## src/rtl/core/fbct_pkg.sv

```systemverilog
`default_nettype none
package fbct_pkg;

	localparam int NUM_PLANES = 6;
	localparam int FRAC_BITS  = 8;
	localparam int PLANE_W    = 64;
	localparam int BOX_W      = 48;
	localparam int CFG_DATA_W = 64;
	localparam int CFG_IDX_W  = 3;
	localparam int GRID_W     = 4;

	typedef enum logic [CFG_IDX_W-1:0] {
		REG_PLANE_ZERO  = 3'd0,
		REG_PLANE_ONE   = 3'd1,
		REG_PLANE_TWO   = 3'd2,
		REG_PLANE_THREE = 3'd3,
		REG_PLANE_FOUR  = 3'd4,
		REG_PLANE_FIVE  = 3'd5,
		REG_BOX_ORIGIN  = 3'd6,
		REG_BOX_SIZE    = 3'd7
	} cfg_reg_t;

	// point coordinate width for a given field width: box field plus grid offset plus extent
	function automatic int point_width(input int coord_bits);
		return ((coord_bits > 13) ? coord_bits : 13) + 2;
	endfunction

endpackage
`default_nettype wire

```

## src/rtl/core/fbct_plane.sv

```systemverilog
`default_nettype none
module fbct_plane import fbct_pkg::*; #(
	parameter int COORD_BITS = 16
) (
	input  wire logic                                  clk,
	input  wire logic                                  adv,
	input  wire logic [PLANE_W-1:0]                    plane,
	input  wire logic [2:0][point_width(COORD_BITS)-1:0] pt,
	output logic                                       outside
);

	localparam int PW  = point_width(COORD_BITS);
	localparam int MW  = COORD_BITS + PW;
	localparam int SW  = MW + 2;
	localparam int PPW = (4 * COORD_BITS > PLANE_W) ? 4 * COORD_BITS : PLANE_W;

	logic [PPW-1:0] plane_pad;
	logic signed [MW-1:0] prod_s3 [3];
	logic signed [MW-1:0] dterm_s3;
	logic signed [SW-1:0] sum;

	assign plane_pad = PPW'(plane);

	always_ff @(posedge clk) begin
		if (adv) begin
			for (int k = 0; k < 3; k++) begin
				prod_s3[k] <= MW'(signed'(plane_pad[k*COORD_BITS +: COORD_BITS]))
					* MW'(signed'(pt[k]));
			end
			dterm_s3 <= MW'(signed'(plane_pad[3*COORD_BITS +: COORD_BITS])) <<< FRAC_BITS;
		end
	end

	assign sum = SW'(prod_s3[0]) + SW'(prod_s3[1]) + SW'(prod_s3[2]) + SW'(dterm_s3);
	// zero lies on the plane and does not reject
	assign outside = (sum > SW'(0));

endmodule
`default_nettype wire

```

## config.mk

```make
export PLATFORM = sky130hd
export DESIGN_NAME = fbct_plane
export DESIGN_NICKNAME = d
export VERILOG_FILES = /design/src/rtl/core/fbct_pkg.sv /design/src/rtl/core/fbct_plane.sv
export SDC_FILE = /design/constraint.sdc
export NUM_CORES = 2
export LEC_CHECK = 0
export BUFFER_PORTS_ARGS = -buffer_cell sky130_fd_sc_hd__buf_4
export CORE_MARGIN = 8
export CORE_UTILIZATION = 35
export CTS_CLUSTER_DIAMETER = 50
export DETAILED_ROUTE_END_ITERATION = 6
export SLEW_MARGIN = 10
export SYNTH_ARGS = -nofsm -noshare
export SYNTH_HDL_FRONTEND = slang
export SYNTH_SLANG_ARGS = --single-unit
```

## constraint.sdc

```tcl
create_clock -name clk -period 11.9 [get_ports clk]
set_input_delay 2.38 -clock clk [delete_from_list [all_inputs] [get_ports clk]]
set_output_delay 2.38 -clock clk [all_outputs]
set_load 0.02 [all_outputs]
```

# [Word level (Yosys, flattened, before mapping)]
# Memory sizes are Yosys's and may differ from the RTL's.
# Index checks and enable logic that the tools add are counted.
[word_totals] regBits=16 output_inout_bits=1 rom_bits=0 ramBits=102 latchBits=0 n_memories=1 elab_cells=11
[memory_table] memory="prod_s3" depth=3 width=34 read_ports=3 rd_clocked_by_memory_dff=0 write_ports=3 line="fbct_plane.sv:18" rtl="logic signed [MW-1:0] prod_s3 [3];"
[classes] n_eq_ne=0 n_shift=0 magnitude_cmp=1 mux=2 n_div=0 add_sub_neg=3 multipliers=3 bitwise_logic=0 reduce_logical=0
[ops] cell="$mul A16 B18 Y34" n=3
[ops] cell="$add A35 B34 Y36" n=1
[ops] cell="$add A36 B24 Y36" n=1
[ops] cell="$gt A36 B1 Y1 const B" n=1
[ops] cell="$add A34 B34 Y35" n=1
[ops] cell="$mux W1" n=2

# [Longest topological paths before layout]
# An unclocked memory read counts as a cell.
[logic_depth] depth_word=5 depth_mapped=26

# [Worst setup path before layout]
# No wires, ideal clock.
[synth_path] kind="input -> register" start="in plane[40]" end="mem prod_s3[0][101] (netlist bit) (data pin)" cell_stages=25 t_required_ps=11635 t_arrival_ps=8254 path_slack_ps=3381 n_path_buf=2 cell_sequence="clkbuf_1 > clkbuf_1 > nand2_1 > fa_1 > inv_1 > fa_1 > inv_1 > fa_1 > inv_1 > fa_1 > fa_1 > inv_1 > fa_1 > inv_1 > ha_1 > and3_1 > and4_1 > and2_1 > o311ai_1 > a31oi_1 > o31ai_1 > nor3b_1 > o21ai_0 > a221oi_1 > xnor2_1"
[synth_lines] element="start, declared" line="fbct_plane.sv:7" rtl="input wire logic [PLANE_W-1:0] plane,"
[synth_lines] element="end, declared" line="fbct_plane.sv:18"

==> results.json <==
{
  "place_hpwl_um": 77000,
  "detailed_place.area_um2": 41300,
  "ctsResizeCount": 0,
  "synth_area_per_cell_um2": 9.68,
  "vias_per_cell": 4.79,
  "synth.distinct_cells": 76,
  "clkTransAtPathRegs_ns": 0.06,
  "layout.nets": 5391,
  "report.final.slew_viol_count": 0,
  "die_h_um": 350,
  "wl_per_cell_um": 16.9,
  "htreeDepth": 4,
  "synth_top_area_share_pct": 47.8,
  "rows": 122,
  "drc_errors": 0,
  "grt_start_max_net_pins": 68,
  "start_kind": "primary input",
  "coreArea_um2": 111000,
  "fin_setup_tns_ns": 0,
  "max_freq_mhz": 116,
  "synth_commonest_cells": "inv_1 (966), fa_1 (932), nand2_1 (469)",
  "cts.sink_count": 118,
  "synthesis.area_um2": 39000,
  "numPortBuffers": 120,
  "tightest_slew_ns": 0.894,
  "synth-edff-count": 118,
  "antenna_found_initial": 1,
  "synth-seq-area-share_pct": 9.08,
  "slew_headroom_pct": 40.4,
  "cts_buffer_depth": 2,
  "hold_slack_ns": 2.13,
  "first_pass_iters": 5,
  "yosys-top-cells-area": "fa_1 (48%), ha_1 (9.6%), inv_1 (9.3%)",
  "synth_nets": 5381,
  "grt_pass1_vias": 28963,
  "yosysTopAreaCell": "fa_1",
  "synthesis.instances": 4031,
  "gp_congestion": 0.845,
  "rsz0062_at_grt": "no",
  "drtIter0Drc": 1308,
  "gr-usage-all-layers_pct": 15.8,
  "yosys_warnings": 0,
  "design_area_um2": 41900,
  "cts_setup_buffers": 0,
  "wl_um": 93900,
  "cts_tree": "yes",
  "period_share_pct": 72.3,
  "hold_start": "plane[53]",
  "finalHoldViolCount": 0,
  "multi_input_area_um2": 31400,
  "clk_root_buffer_cell": "clkbuf_16",
  "drv_cap": 0,
  "die_area_um2": 122000,
  "synth-async-reset-ratio_pct": 0,
  "seqCellArea_um2": 3540,
  "die_w_um": 350,
  "ys_ff_latch": 118,
  "ioPinCount": 121,
  "cts_buffers": 17,
  "area_growth_pct": 7.27,
  "end_kind": "flop",
  "grt_pass1_wl_um": 155000,
  "hold_end": "dterm_s3[13]",
  "synth_most_common_cell": "inv_1",
  "initial_utilization_pct": 35.3,
  "diodes": 0,
  "path_max_fanout": 15,
  "setup_violations": 0,
  "status": "finished clean",
  "timing_worst_setup_path_type": "in -> reg",
  "postRouteAntennaNets": 0,
  "hold_class": "in -> reg",
  "arrival_ns": 8.79,
  "drive_above_1_share_pct": 4.46,
  "grt-ovfl-total": 0,
  "post-route-min-period_ns": 8.61,
  "whs_path_depth": 1,
  "worst-endpoint-required_ns": 12.08,
  "cp-startpoint": "plane[47]",
  "dr_total_vias": 26537,
  "cts-hold-fix-buffers": 0,
  "n_fill_cell": 11049,
  "synth_top_flop_cell": "edfxtp_1"
}
[final cells by class]
class / instances / share of cell area, %
Multi-Input combinational cell: 2817 / 74.9
Inverter: 966 / 8.66
Sequential cell: 118 / 8.46
Tap cell: 1488 / 4.45
Timing Repair Buffer: 121 / 2.17
Clock buffer: 17 / 1.02
Clock inverter: 15 / 0.317
[cells in the final DEF (no fill, tap or decap), types with 6 or more instances in the layout]
cell         n
and2_1     398
nand2b_1    33
nor2b_1     11
fa_1       932
a21o_1      42
xor2_1      30
inv_1      966
clkbuf_16   17
nand3_1     30
nand2_1    469
o21a_1      12
nor4_1       9
edfxtp_1   118
o21ai_1      6
a21oi_1     96
and3_1       8
xnor2_1     98
ha_1       298
nor2_1     106
a211oi_1    16
a31oi_1     12
o21bai_1    14
o21ai_0     50
nor3_1      24
buf_4      121
inv_6        7
or3_1        8
nand4_1     12
or2_2        7
[worst max-delay path by stage]
stage               slack [ns]  cells past startpoint               to
detailed placement        2.89                     22  prod_s3[0][101]
global placement          3.01                     22  prod_s3[0][101]
global route              3.01                     22  prod_s3[0][101]
floorplan                 3.38                     25  prod_s3[0][101]
CTS                       3.34                     22  prod_s3[0][101]
finish                    3.29                     22  prod_s3[0][101]
[routing by layer]
metal  GRT usage (%)  wire (µm)
met4            3.73       1990
met3            1.54       3680
met2            27.4      46400
met1            21.3      41800
met5               0          0
[registers in the layout, summed over array words and instances, names as in the netlist]
name / flops
prod_s3: 102
dterm_s3: 16
[critical path: stages]
cell	delay [ns]
buf_4	0.13
inv_1	0.45
nor2_1	0.16
fa_1	0.54
fa_1	0.43
fa_1	0.51
fa_1	0.45
fa_1	0.51
inv_1	0.05
fa_1	0.47
inv_1	0.04
ha_1	0.33
or2_2	0.30
and4_1	0.20
and2_1	0.16
o311ai_1	0.11
a31oi_1	0.21
o31ai_1	0.36
nor3b_1	0.27
o21ai_0	0.25
a221oi_1	0.35
xnor2_1	0.11
[kinds of logic after synthesis]
group / synth area share, %
adders and majority gates: 57.4
buffers and inverters: 10.5
xor gates and xnor gates: 2.87
AOI/OAI and AO/OA: 5.49
muxes: 0.103
DFF: 9.08
and+or+nand+nor: 14.6
[per-stage QoR]
stage	worst slack, ns	util (%)	instances
3_3_place_gp	3.01	37.3	5510
4_1_cts	3.34	37.8	5542
3_5_place_dp	2.89	37.3	5510
5_1_grt	3.01	37.8	5542
6_report	3.29	37.8	5542
2_1_floorplan	3.38	-	4031
Power is not shown: default switching activity piles up to over one toggle a cycle in this logic, so the estimate is an artifact.
