===== config.mk =====
export PLATFORM = sky130hd
export DESIGN_NAME = fbct_corner
export DESIGN_NICKNAME = d
export VERILOG_FILES = /design/src/rtl/core/fbct_pkg.sv /design/src/rtl/core/fbct_corner.sv
export SDC_FILE = /design/constraint.sdc
export NUM_CORES = 1
export LEC_CHECK = 0
export BUFFER_PORTS_ARGS = -buffer_cell sky130_fd_sc_hd__clkbuf_2
export CAP_MARGIN = 0
export CORE_ASPECT_RATIO = 1.1
export CORE_MARGIN = 8
export CORE_UTILIZATION = 33
export DETAILED_ROUTE_END_ITERATION = 10
export PLACE_DENSITY = 0.68
export SLEW_MARGIN = 15
export SYNTH_ARGS = -nofsm -noshare
export SYNTH_HDL_FRONTEND = slang
export SYNTH_SLANG_ARGS = --single-unit

===== constraint.sdc =====
create_clock -name vclk -period 3
set_input_delay 0.3 -clock vclk [all_inputs]
set_output_delay 0.3 -clock vclk [all_outputs]
set_load 0.01 [all_outputs]

===== src/rtl/core/fbct_pkg.sv =====
`default_nettype none
package fbct_pkg;

	localparam int NUM_PLANES = 6;
	localparam int FRAC_BITS  = 8;
	localparam int PLANE_W    = 64;
	localparam int BOX_W      = 48;
	localparam int CFG_DATA_W = 64;
	localparam int CFG_IDX_W  = 3;
	localparam int GRID_W     = 4;

	typedef enum logic [CFG_IDX_W-1:0] {
		REG_PLANE_ZERO  = 3'd0,
		REG_PLANE_ONE   = 3'd1,
		REG_PLANE_TWO   = 3'd2,
		REG_PLANE_THREE = 3'd3,
		REG_PLANE_FOUR  = 3'd4,
		REG_PLANE_FIVE  = 3'd5,
		REG_BOX_ORIGIN  = 3'd6,
		REG_BOX_SIZE    = 3'd7
	} cfg_reg_t;

	// point coordinate width for a given field width: box field plus grid offset plus extent
	function automatic int point_width(input int coord_bits);
		return ((coord_bits > 13) ? coord_bits : 13) + 2;
	endfunction

endpackage
`default_nettype wire


===== src/rtl/core/fbct_corner.sv =====
`default_nettype none
module fbct_corner import fbct_pkg::*; #(
	parameter int COORD_BITS = 16
) (
	input  wire logic [GRID_W-1:0]                       col,
	input  wire logic [GRID_W-1:0]                       row,
	input  wire logic [BOX_W-1:0]                        origin,
	input  wire logic [BOX_W-1:0]                        size,
	input  wire logic [PLANE_W-1:0]                      plane,
	output logic      [2:0][point_width(COORD_BITS)-1:0] pt
);

	localparam int PW  = point_width(COORD_BITS);
	localparam int PPW = (4 * COORD_BITS > PLANE_W) ? 4 * COORD_BITS : PLANE_W;
	localparam int BPW = (3 * COORD_BITS > BOX_W) ? 3 * COORD_BITS : BOX_W;

	logic [PPW-1:0] plane_pad;
	logic [BPW-1:0] origin_pad;
	logic [BPW-1:0] size_pad;
	logic signed [PW-1:0] col_off;
	logic signed [PW-1:0] row_off;
	logic signed [PW-1:0] base [3];

	assign plane_pad  = PPW'(plane);
	assign origin_pad = BPW'(origin);
	assign size_pad   = BPW'(size);

	assign col_off = signed'(PW'({col, FRAC_BITS'(0)}));
	assign row_off = signed'(PW'({row, FRAC_BITS'(0)}));

	always_comb begin
		for (int k = 0; k < 3; k++) begin
			base[k] = PW'(signed'(origin_pad[k*COORD_BITS +: COORD_BITS]));
		end
		base[0] = base[0] + col_off;
		base[2] = base[2] - row_off;
		// take the corner nearest the inner side: add the extent where the coefficient is negative
		for (int k = 0; k < 3; k++) begin
			if (plane_pad[k*COORD_BITS + COORD_BITS - 1]) begin
				pt[k] = base[k] + signed'(PW'(size_pad[k*COORD_BITS +: COORD_BITS]));
			end else begin
				pt[k] = base[k];
			end
		end
	end

endmodule
`default_nettype wire


* Word-level counts from Yosys, hierarchy flattened
Cells that the tools add are included. Widths: inputs -> output; s select.
Storage, ports and cells: register bits after elaboration 0, input bits 168, output and inout port bits 54, logic and storage cells 8
Cells by class: $add $sub $neg 5, muxes and demuxes 3
Operator list (number):
- $mux 18 | 3
- $add 17x17->18 | 2
- $add 16x17->18 | 1
- $add 16x13->17 | 1
- $sub 16x13->17 | 1

* Longest topological paths before layout
Gate-level depths: netlist (run 1).
depth after elaboration 3, gate-level depth with buffers 16, mapped depth without buffers 16

* Worst setup path before layout (run 1)
No wires, ideal clock.
path type input-to-output, start point in col[0], end point out pt[17] (netlist bit), arrival 2792 ps, data required time 2700 ps, path slack -92 ps, cell stages on the path 12, path buffers 0, cell sequence ha_1 > fa_1 > a21o_1 > a21oi_1 > xnor2_1 > ha_1 > a21oi_1 > o21bai_1 > a211oi_1 > nand2_1 > a21o_1 > a21oi_1
RTL lines:
- start: declaration | line fbct_corner.sv:5 | input wire logic [GRID_W-1:0] col,
- end: declaration | line fbct_corner.sv:10 | output logic [2:0][point_width(COORD_BITS)-1:0] pt

==> results.md, run 1 <==
Logic synthesis:
- Synthesis handed over a netlist of roughly 450 instances.
- The largest total area in the synthesized netlist belongs to sky130_fd_sc_hd__ha_1.
- The count of cell types in the netlist is 56.
- The sequential share of the synthesized area is 0.
- The post-synth design cell area is approximately 3300 um^2.
- For this run, the number of Yosys warnings is 0.
- The post-synthesis average cell area is between 7 and 8 um^2.
- In the post-synthesis netlist, the biggest area contributors are sky130_fd_sc_hd__ha_1, sky130_fd_sc_hd__mux2_2, sky130_fd_sc_hd__xnor2_1.
- The share of synthesized area in the top cell type comes to 0.2212.
- The number of nets handed over by synthesis was 686.
- The library cell with the highest instance count after synthesis is sky130_fd_sc_hd__ha_1.
- Sorting the synthesized cells by how often they occur yields sky130_fd_sc_hd__ha_1, sky130_fd_sc_hd__a21oi_1, sky130_fd_sc_hd__nand2_1.

Detailed routing:
- In the routed design, unresolved DRC markers number 0.
- The overall via count from detail_route is roughly 4000.
- The residual antenna-violating net count after detailed routing is 0.
- Dividing the detail-routed via count by the number of cells gives 5.268.
- The routed length per placed instance is about 15 um.
- After the first detailed-routing iteration, the DRC count stood at 99.
- The total length of routed wires is 11.64 mm.
- The first-pass iteration count of the detailed router is 4.

STA:
- The worst path in the final design needs a cycle of 3.231 ns, including I/O delays and setup.
- Across all hold checks on the routed design, the worst slack comes to between 0.9 and 1 ns.
- The final number of hold-violating endpoints is 0.
- The worst max-slew margin expressed relative to the limit is 0.6029.
- Setup repair after global routing could not meet its margin everywhere.
- The post-route setup TNS is -1.434 ns.
- The peak clock frequency supported by timing is between 300 and 400 MHz.
- Setup violations remaining at the end of the flow were counted as 10.
- For the pin with the worst max-slew slack, the measured transition is between 0.5 and 0.6 ns.
- In the post-route analysis, the smallest setup slack over all paths is -0.2314 ns.
- In the finished design, the share of the clock period the worst path needs comes to 1.077.
- The final max-slew violation count was 0.

Placed design:
- The number of buffers inserted by port buffering is around 160.
- Detailed placement ended at an HPWL of a little under 10 mm.
- The congestion estimate from routability-driven global placement came to about 0.85.
- The placed instances occupy a cell area of between 4000 and 5000 um^2.

Clock network:
- The number of hold buffers added after CTS was 0.

Finish:
- Counting the clock-network buffers in the layout gives 0.
- The total number of sequential cells is 0.
- The final layout contains 890 nets.
- The filler cells instantiated in the layout total ~920.
- The utilization after layout is 0.5230.
- The number of antenna diodes in the final layout is 0.
- Relative to the synthesized area, the layout overhead comes to 54.26%.
- The sequential standard cell area is 0 um^2.
- The final design area excluding fillers is 5147 um^2.
- Of the cells placed in the final design, the portion with a size suffix greater than 1 is 0.4848.

Global route:
- The global-route track usage on met1 is 0.1644.
- The number of antenna violations at the first check in global routing came to 0.
- Entering global routing, the biggest net connects 24 pins.
- In the global route stage, met3 resource usage came out at 0.02837.
- For met2 alone, demand over resource in global routing was 0.3225.
- Summed over all layers, the global routing overflow is 0.
- The first global-routing pass estimated about 19 mm of wire.
- The overall global routing resource usage is 0.1568.
- The layer flagged by global routing as most heavily used is met2.
- The via count of the first global-routing pass came to roughly 4300.

Critical path:
- The kind of critical path is primary input to output port.
- For the worst setup path, the data arrival time is around 2.9 ns.
- For the worst setup path, the data required time is between 2 and 3 ns.
- The element type at the critical path end is an output port.
- In this run the worst path has a maximum fanout of 2.
- The worst setup path is launched from a primary input.

Floorplanning:
- For this configuration, the core starts out at a cell density of 0.3391.
- The floorplan step set the die height to 121.5 um.
- In this run the core area contains 38 standard-cell rows.
- For this design the top-level I/O count stands at 222.
- The standard cell core area is approximately 10000 um^2.
- The floorplan step defined a die boundary enclosing between 10000 and 15000 um^2.
- The die extent in x is 111.9 um.

Run:
- Max-cap violations in this run came to 0.

Power and ir drop:
- The completed layout was analyzed and its total power is 1.536 mW.
- The maximum resistive drop on vdd is roughly 0.1 mV.
- Dividing total power by cell area gives a power density of between 200 and 300 nW/um^2.
- The analysis attributes to cell leakage a power of 2.547 nW.

Outcome:
- The final reports fail on setup timing.
- The flow ran to the end, but the final reports show violations.

Worst hold path:
- The worst hold path passes through 3 cells.
- The tightest min-delay check is of the primary input to output port type.
[placed cells by master, fill, tap and decap left out, types with 3 or more instances in the layout]
cell type                  Yosys  layout
sky130_fd_sc_hd__clkbuf_2      0     151
sky130_fd_sc_hd__ha_1         59      49
sky130_fd_sc_hd__buf_4         0      45
sky130_fd_sc_hd__nand2_1      41      38
sky130_fd_sc_hd__nor2_1       38      36
sky130_fd_sc_hd__a21oi_1      45      34
sky130_fd_sc_hd__mux2_2       33      31
sky130_fd_sc_hd__inv_1        29      26
sky130_fd_sc_hd__xnor2_1      28      25
sky130_fd_sc_hd__o21ai_0      23      19
sky130_fd_sc_hd__a21o_1       18      18
sky130_fd_sc_hd__xor2_1       21      17
sky130_fd_sc_hd__ha_4          0      10
sky130_fd_sc_hd__a21oi_2       0       9
sky130_fd_sc_hd__nand3_1      13       9
sky130_fd_sc_hd__buf_6         1       9
sky130_fd_sc_hd__o21a_1        7       7
sky130_fd_sc_hd__o211ai_1      6       6
sky130_fd_sc_hd__nand4_1       6       6
sky130_fd_sc_hd__buf_2         1       6
sky130_fd_sc_hd__nor2b_1       5       5
sky130_fd_sc_hd__o21bai_1      5       5
sky130_fd_sc_hd__o31ai_1       5       5
sky130_fd_sc_hd__o21ai_1       1       4
sky130_fd_sc_hd__nand2_2       0       3
sky130_fd_sc_hd__nor3_1        5       3
sky130_fd_sc_hd__a211oi_2      0       3
sky130_fd_sc_hd__nand3_2       0       3
sky130_fd_sc_hd__o21ai_2       2       3
sky130_fd_sc_hd__mux2i_1       3       3
sky130_fd_sc_hd__a21boi_1      3       3
sky130_fd_sc_hd__a21o_2        3       3
sky130_fd_sc_hd__fa_1          5       3
[logic make-up (layout without fill, tap and decap cells)]
group / Yosys count / after routing / share of synthesized area
and+or+nand+nor: 125 / 125 / 0.1744
AOI/OAI and AO/OA: 141 / 141 / 0.2790
xor gates and xnor gates: 49 / 49 / 0.1286
buffers and inverters: 39 / 241 / 0.04649
adders and majority gates: 64 / 64 / 0.2512
muxes: 36 / 36 / 0.1204
[critical path: stages]
cell and delay [ns]:
sky130_fd_sc_hd__buf_6 0.10, sky130_fd_sc_hd__inv_4 0.04, sky130_fd_sc_hd__ha_4 0.13, sky130_fd_sc_hd__inv_2 0.04, sky130_fd_sc_hd__fa_2 0.35, sky130_fd_sc_hd__a21oi_2 0.13
sky130_fd_sc_hd__nor2b_1 0.06, sky130_fd_sc_hd__nor2_1 0.11, sky130_fd_sc_hd__xor2_1 0.21, sky130_fd_sc_hd__ha_1 0.29, sky130_fd_sc_hd__a21o_1 0.17, sky130_fd_sc_hd__a21o_2 0.19
sky130_fd_sc_hd__a21oi_2 0.13, sky130_fd_sc_hd__o21ai_2 0.08, sky130_fd_sc_hd__xor2_1 0.18, sky130_fd_sc_hd__mux2_4 0.28, sky130_fd_sc_hd__buf_6 0.13
[cell type report]
cell class	instances	area, um^2	share of cell area
well taps	120	150.1	0.02917
inverters	29	111.4	0.02163
repair buffers	212	1239	0.2406
multi-input cells	415	3647	0.7086
[timing repair]
action / CTS / global route
pin swaps: 49 / 34
setup endpoints to repair: 15 / 16
cloned: 0 / 0
buffers inserted: 6 / 4
gates resized for setup: 56 / 38
[layer usage]
| metal | share of wire | up-vias | wire (um) |
|---|---|---|---|
| li1 | - | 2066 | - |
| met5 | 0 | - | 0 |
| met2 | 0.53 | 117 | 6196 |
| met3 | 0.055 | 14 | 635 |
| met1 | 0.40 | 1891 | 4618 |
| met4 | 0.016 | 0 | 185 |
[where the power goes]
group	internal (mW)	switching (mW)
Combinational	0.775	0.761
Clock	0	0
Sequential	0	0
[path summary, 6_finish.rpt]
| path | start | end | slack (ns) |
|---|---|---|---|
| setup / recovery | origin[40] | pt[51] | -0.23 |
| hold / removal | origin[0] | pt[0] | 0.94 |
[per-stage QoR]
step / instances / setup slack [ns]
after detailed placement: 766 / -0.3572
after floorplan: 454 / 0.004228
after global routing: 776 / -0.3684
final: 776 / -0.2314
after global placement: 766 / -0.3099
after CTS: 772 / -0.2554
No activity file was read; power rests on OpenSTA's default activity.
==> run 2: changes to the inputs <==
- PLACE_DENSITY: 0.68 -> 0.66
- clock period: 3 -> 3.9 ns (I/O delays scaled with it)
==> run 2 against run 1 <==
The run now ends clean. Worst setup slack gained 0.50 ns. Hold slack better by 0.18 ns. Power fell by 41%. Count of clock-buffer cells in the layout stayed put. Final cell count fell by 6.4%. Non-clock buffer count shrank 50. Largest cell class unchanged. Via count is 6.4% lower. Routed wire length decreased by 11%. Combinational power fell by 42%. Design area shrank 17%. Utilization fell by 9.0 points. Largest power group unchanged. Sequential share of layout area did not move.
==> results.md, run 2 (synthesis results as in run 1) <==
Floorplanning:
- Row generation in the floorplan step produced 38 rows.
- The floorplan step defined a die boundary enclosing approximately 14000 um^2.
- The number of top-level design ports is 222.
- The die is ~110 um wide.
- The standard cell core area is 9842 um^2.
- For this configuration, the core starts out at a cell density of 0.3391.
- The vertical die dimension is between 100 and 150 um.

Global route:
- The wire length of the first global-routing pass is roughly 18 mm.
- For this run, the total global-route usage over all layers was measured as 0.1458.
- The pin count of the biggest net entering global routing is 24.
- The number of antenna violations at the first check in global routing is 0.
- The overflow left after global routing is 0.
- The via count of the first global-routing pass is 3987.

STA:
- Setup repair after global routing left no endpoint under its margin.
- The peak clock frequency supported by timing is roughly 280 MHz.
- The worst max-slew margin expressed relative to the limit is 0.5876.
- The post-route setup TNS is 0 ns.
- In the finished design, the share of the clock period the worst path needs comes to 0.9307.
- The final number of hold-violating endpoints is 0.
- Setup violations remaining at the end of the flow were counted as 0.
- The time the worst path needs with I/O delays and setup is about 3.6 ns.
- For the pin with the worst max-slew slack, the measured transition is slightly above 0.6 ns.
- The final max-slew violation count is 0.

Detailed routing:
- The overall via count from detail_route is ~3800.
- The iteration-0 DRC count of the detailed router is roughly 120.
- The residual DRC count is 0.
- The first-pass iteration count of the detailed router is 4.
- The total length of routed wires is 10.33 mm.
- The residual antenna-violating net count after detailed routing is 0.
- The routed length per placed instance is 14.22 um.
- Dividing the detail-routed via count by the number of cells gives between 5 and 6.

Critical path:
- The kind of critical path is primary input to output port.
- Of all nets on the critical path, the largest fanout is 4.
- The required time reported for the critical path endpoint is about 3.5 ns.
- The critical path launch point type is a primary input.
- STA classifies the critical path endpoint as an output port.
- The largest stage delay on the critical path is 0.40 ns.
- The library cell contributing the largest single delay on the critical path is sky130_fd_sc_hd__fa_1.
- Data arrives at the worst endpoint at 3.24 ns.
- Traced cell by cell, the critical path runs through clkbuf_2 -> ha_1 -> fa_1 -> a21o_1 -> a21oi_2 -> xnor2_1 -> ha_1 -> a21oi_1 -> o21bai_1 -> a211oi_1 -> nand2_1 -> a21o_1 -> a21oi_1 -> clkbuf_2.

Finish:
- Compared with the post-synthesis result, the final layout area differs by 27.60%.
- The repair_antennas step left the layout with diodes totalling 0.
- The number of nets in the final layout is 840.
- The most common cell after layout, fill and taps aside is sky130_fd_sc_hd__clkbuf_2.
- The share of layout cells above drive strength 1 is 0.3465.
- With fillers left out, the area of the finished cells amounts to 4258 um^2.
- The sequential standard cell area is 0 um^2.
- The layout has 0 clock buffers.
- The top cell types in the final layout, fill and taps aside, are sky130_fd_sc_hd__clkbuf_2, sky130_fd_sc_hd__ha_1, sky130_fd_sc_hd__a21oi_1.
- The total number of sequential cells is 0.

Power and ir drop:
- The maximum resistive drop on vdd is between 0.07 and 0.08 mV.
- Summed over all cells, the static leakage comes to roughly 2.2 nW.
- The cell area power density is around 210 nW/um^2.

Placed design:
- The number of buffers inserted by port buffering is roughly 160.
- The area after detailed placement is between 4000 and 5000 um^2.
- The congestion estimate from routability-driven global placement came to ~0.83.
- The estimated wirelength of the detail-placed design is 9.258 mm.

Clock network:
- The number of setup buffers added after CTS is 0.
- After clock tree synthesis, the flow added hold-fix buffers numbering 0.
- Gates resized during post-CTS repair numbered 0.

Run:
- The max-cap check violation count is 0.

Outcome:
- The run finished with clean final reports.

Worst hold path:
- The type of the tightest min-delay check is primary input to output port.
[run 2: critical path: cells and delay by family]
| kind | cells | cell delay [ns] |
|---|---|---|
| xor+xnor | 1 | 0.17 |
| buf+inv | 2 | 0.25 |
| compound gates | 7 | 1.40 |
| simple gates | 1 | 0.12 |
| fa+ha+maj | 3 | 0.89 |
[run 2: worst paths after layout]
check / from / to / slack, ns / cells after the start
hold / removal: origin[26] / pt[28] / 1.12 / 3
setup / recovery: col[0] / pt[17] / 0.27 / 14
[run 2: metrics by stage]
stage               total power [mW]  worst slack (ns)    util  hold slack, ns  instances
global placement              0.8839            0.2358  0.4322           1.108        726
CTS                           0.9045            0.1609  0.4322           1.124        726
finish                        0.9004            0.2703  0.4326           1.122        726
global route                   1.003           0.03027  0.4326           1.138        726
detailed placement            0.8982            0.1715  0.4322           1.124        726
floorplan                     0.6221            0.6276       -          0.8677        454
[run 2: report_power, final]
group / switching (mW) / internal (mW) / total (mW)
clock: 0 / 0 / 0
sequential: 0 / 0 / 0
combinational: 0.483 / 0.417 / 0.900
[run 2: area by class of cell]
class	count	area, um^2
multi-input cells	415	3186
inverters	29	108.9
fillers	1023	5584
repair buffers	162	813.3
well taps	120	150.1
[run 2: routing by layer]
metal | track usage | vias to the layer above | routed length (um)
met1 | 0.1611 | 1751 | 4325
met5 | 0 | - | 0
met2 | 0.2861 | 105 | 5212
li1 | - | 1968 | -
met3 | 0.03783 | 2 | 765
met4 | 0.003422 | 0 | 24
==> run 3: changes to the inputs <==
- CORE_UTILIZATION: 33 -> 40
- GPL_ROUTABILITY_DRIVEN: default -> 0
- PLACE_DENSITY: 0.66 -> 0.77
==> run 3 against run 2 <==
Final cell count shrank 1.4%. Hold slack worse by 0.0030 ns. Critical path depth unchanged. Power decreased by 1.2%. Count of clock-buffer cells in the layout is the same. Global-route usage grew 1.7 points. Critical endpoint unchanged. Largest power group unchanged.
==> results.md, run 3 (synthesis results as in run 1) <==
Run:
- The max-cap check violation count is 0.

Global route:
- The pin count of the biggest net entering global routing is 24.
- Across every metal layer, demand over resource in global routing totals 0.1631.
- The total overflow left after global routing is 0.
- The number of antenna violations at the first check in global routing is 0.
- The wire length of the first global-routing pass is between 15 and 20 mm.
- The via count of the first global-routing pass is roughly 4000.

STA:
- On the final layout, the worst hold slack is between 1 and 1.5 ns.
- Setup violations remaining at the end of the flow were counted as 0.
- The time the worst path needs with I/O delays and setup is roughly 3.7 ns.
- The final number of hold-violating endpoints came to 0.
- The final max-slew violation count is 0.
- The worst path meets setup with approximately 0.24 ns of slack.
- The transition time at the pin with the least slew margin is between 0.5 and 0.6 ns.
- Setup repair after global routing left no endpoint under its margin.
- For the final routed database, the setup TNS stands at 0 ns.
- In this run the tightest slew margin relative to its limit is 0.6512.
- Derived from the worst setup path, the maximum achievable clock frequency is approximately 270 MHz.
- Of the available clock period, the critical path in the final layout requires 0.9393.

Floorplanning:
- The floorplan step defined a die boundary enclosing between 10000 and 15000 um^2.
- The vertical die dimension is 111.8 um.
- The initial utilization of the core area, before any placement, comes to 0.4053.
- The placement row count is 35.
- ~220 I/O pins were placed.
- The standard cell core area is 8233 um^2.
- The die is 103.1 um wide.

Placed design:
- The number of placed instances with taps included is ~700.
- After detailed placement, the total cell area comes to between 4000 and 5000 um^2.
- The number of buffers inserted by port buffering is 161.
- The estimated wirelength of the detail-placed design is approximately 8.8 mm.
- The post-place setup slack is between 0.15 and 0.2 ns.

Detailed routing:
- The first routing iteration left 99 violations.
- The routed layout has 3822 vias.
- The residual DRC count is 0.
- The routed length per placed instance is about 14 um.
- The first-pass iteration count of the detailed router is 4.
- Once detail routing completed, the nets flagged for antenna violations numbered 0.
- Using the TritonRoute via totals, the vias-per-cell ratio works out to between 5 and 6.
- The routed design has just under 10 mm of wire.

Worst hold path:
- The worst hold path passes through 3 cells.
- The worst hold path terminates at pt[27].
- The source of the worst hold timing path is origin[25].
- The tightest min-delay check is of the primary input to output port type.

Finish:
- In the layout the commonest cells are sky130_fd_sc_hd__clkbuf_2, sky130_fd_sc_hd__ha_1, sky130_fd_sc_hd__a21oi_1.
- In the final layout, the share of cells above drive strength 1 is 0.3455.
- The number of antenna cells inserted is 0.
- The post-synthesis to final-layout area growth is 27.03%.
- The final design area excluding fillers is roughly 4200 um^2.
- The total number of sequential cells is 0.
- The number of nets in the final layout is between 800 and 900.
- The sequential standard cell area is 0 um^2.
- Leaving out fill and tap cells, the most frequent cell in the layout is sky130_fd_sc_hd__clkbuf_2.
- The non-filler instance count after layout is 716.
- The count of clock-net buffers in the final layout is 0.

Clock network:
- After clock tree synthesis, the repair step resized 0 gates.
- After clock tree synthesis, the flow added hold-fix buffers numbering 0.
- After clock tree synthesis, the setup repair step added 0 buffers.

Critical path:
- STA classifies the critical path startpoint as a primary input.
- Traced cell by cell, the critical path runs through clkbuf_2 -> ha_1 -> fa_1 -> a21o_1 -> a21oi_1 -> xnor2_1 -> ha_1 -> a21oi_2 -> o21bai_1 -> a211oi_1 -> nand2_1 -> a21o_1 -> a21oi_1 -> clkbuf_2.
- On the critical path, the stage with the largest delay is an instance of sky130_fd_sc_hd__fa_1.
- For the worst setup path, the data required time is approximately 3.5 ns.
- The largest stage delay on the critical path is 0.40 ns.
- In this run the worst path has a maximum fanout of 5.
- STA classifies the critical path endpoint as an output port.
- The data arrival time of the critical path is approximately 3.3 ns.
- The kind of critical path is primary input to output port.

Outcome:
- The run finished with clean final reports.

Power and ir drop:
- In this run the power density over the cells is approximately 210 nW/um^2.
- Across the VDD grid, the largest voltage drop is between 0.08 and 0.09 mV.
- The static power due to leakage is 2.204 nW.
==> run 3: worst max-delay path by stage <==
stage           start  endpoint  slack, ns  depth (start not counted)
2_1_floorplan  col[0]    pt[17]       0.63                         12
3_3_place_gp   col[0]    pt[17]       0.24                         14
3_5_place_dp   col[0]    pt[17]       0.17                         14
4_1_cts        col[0]    pt[17]       0.15                         14
5_1_grt        col[0]    pt[17]       0.01                         14
6_report       col[0]    pt[17]       0.24                         14
==> run 3: metal layers <==
metal  GRT usage  part of all wire  routed length, um  vias to the layer above
met1      0.1859              0.40               3913                     1738
met4     0.01256            0.0057                 56                        0
li1            -                 -                  -                     1965
met3     0.02247             0.071                701                        6
met5           0                 0                  0                        -
met2      0.3150              0.52               5139                      113
==> run 3: critical path, delay by kind of cell <==
family	cells	cell delay, ns
AND/OR/NAND/NOR	1	0.13
buffers and inverters	2	0.23
adder cells (fa/ha/maj)	3	0.96
AO/OA/AOI/OAI	7	1.34
XOR/XNOR	1	0.20
==> run 3: per-stage QoR <==
step             util  total power [mW]
3_5_place_dp   0.5144            0.8898
4_1_cts        0.5144            0.8960
2_1_floorplan       -            0.6221
6_report       0.5149            0.8900
3_3_place_gp   0.5144            0.8684
5_1_grt        0.5149            0.9968
==> run 3: area by class of cell <==
| class | instances | area [um^2] |
|---|---|---|
| Fill cell | 838 | 3994 |
| Multi-Input combinational cell | 415 | 3186 |
| Timing Repair Buffer | 161 | 805.8 |
| Tap cell | 111 | 138.9 |
| Inverter | 29 | 108.9 |
==> run 3: report_power, final <==
| part | leakage (nW) | total, mW | switching (mW) | internal [mW] |
|---|---|---|---|---|
| registers | 0 | 0 | 0 | 0 |
| logic | 2.20 | 0.890 | 0.475 | 0.415 |
| clock network | 0 | 0 | 0 | 0 |
| total | 2.20 | 0.890 | 0.475 | 0.415 |
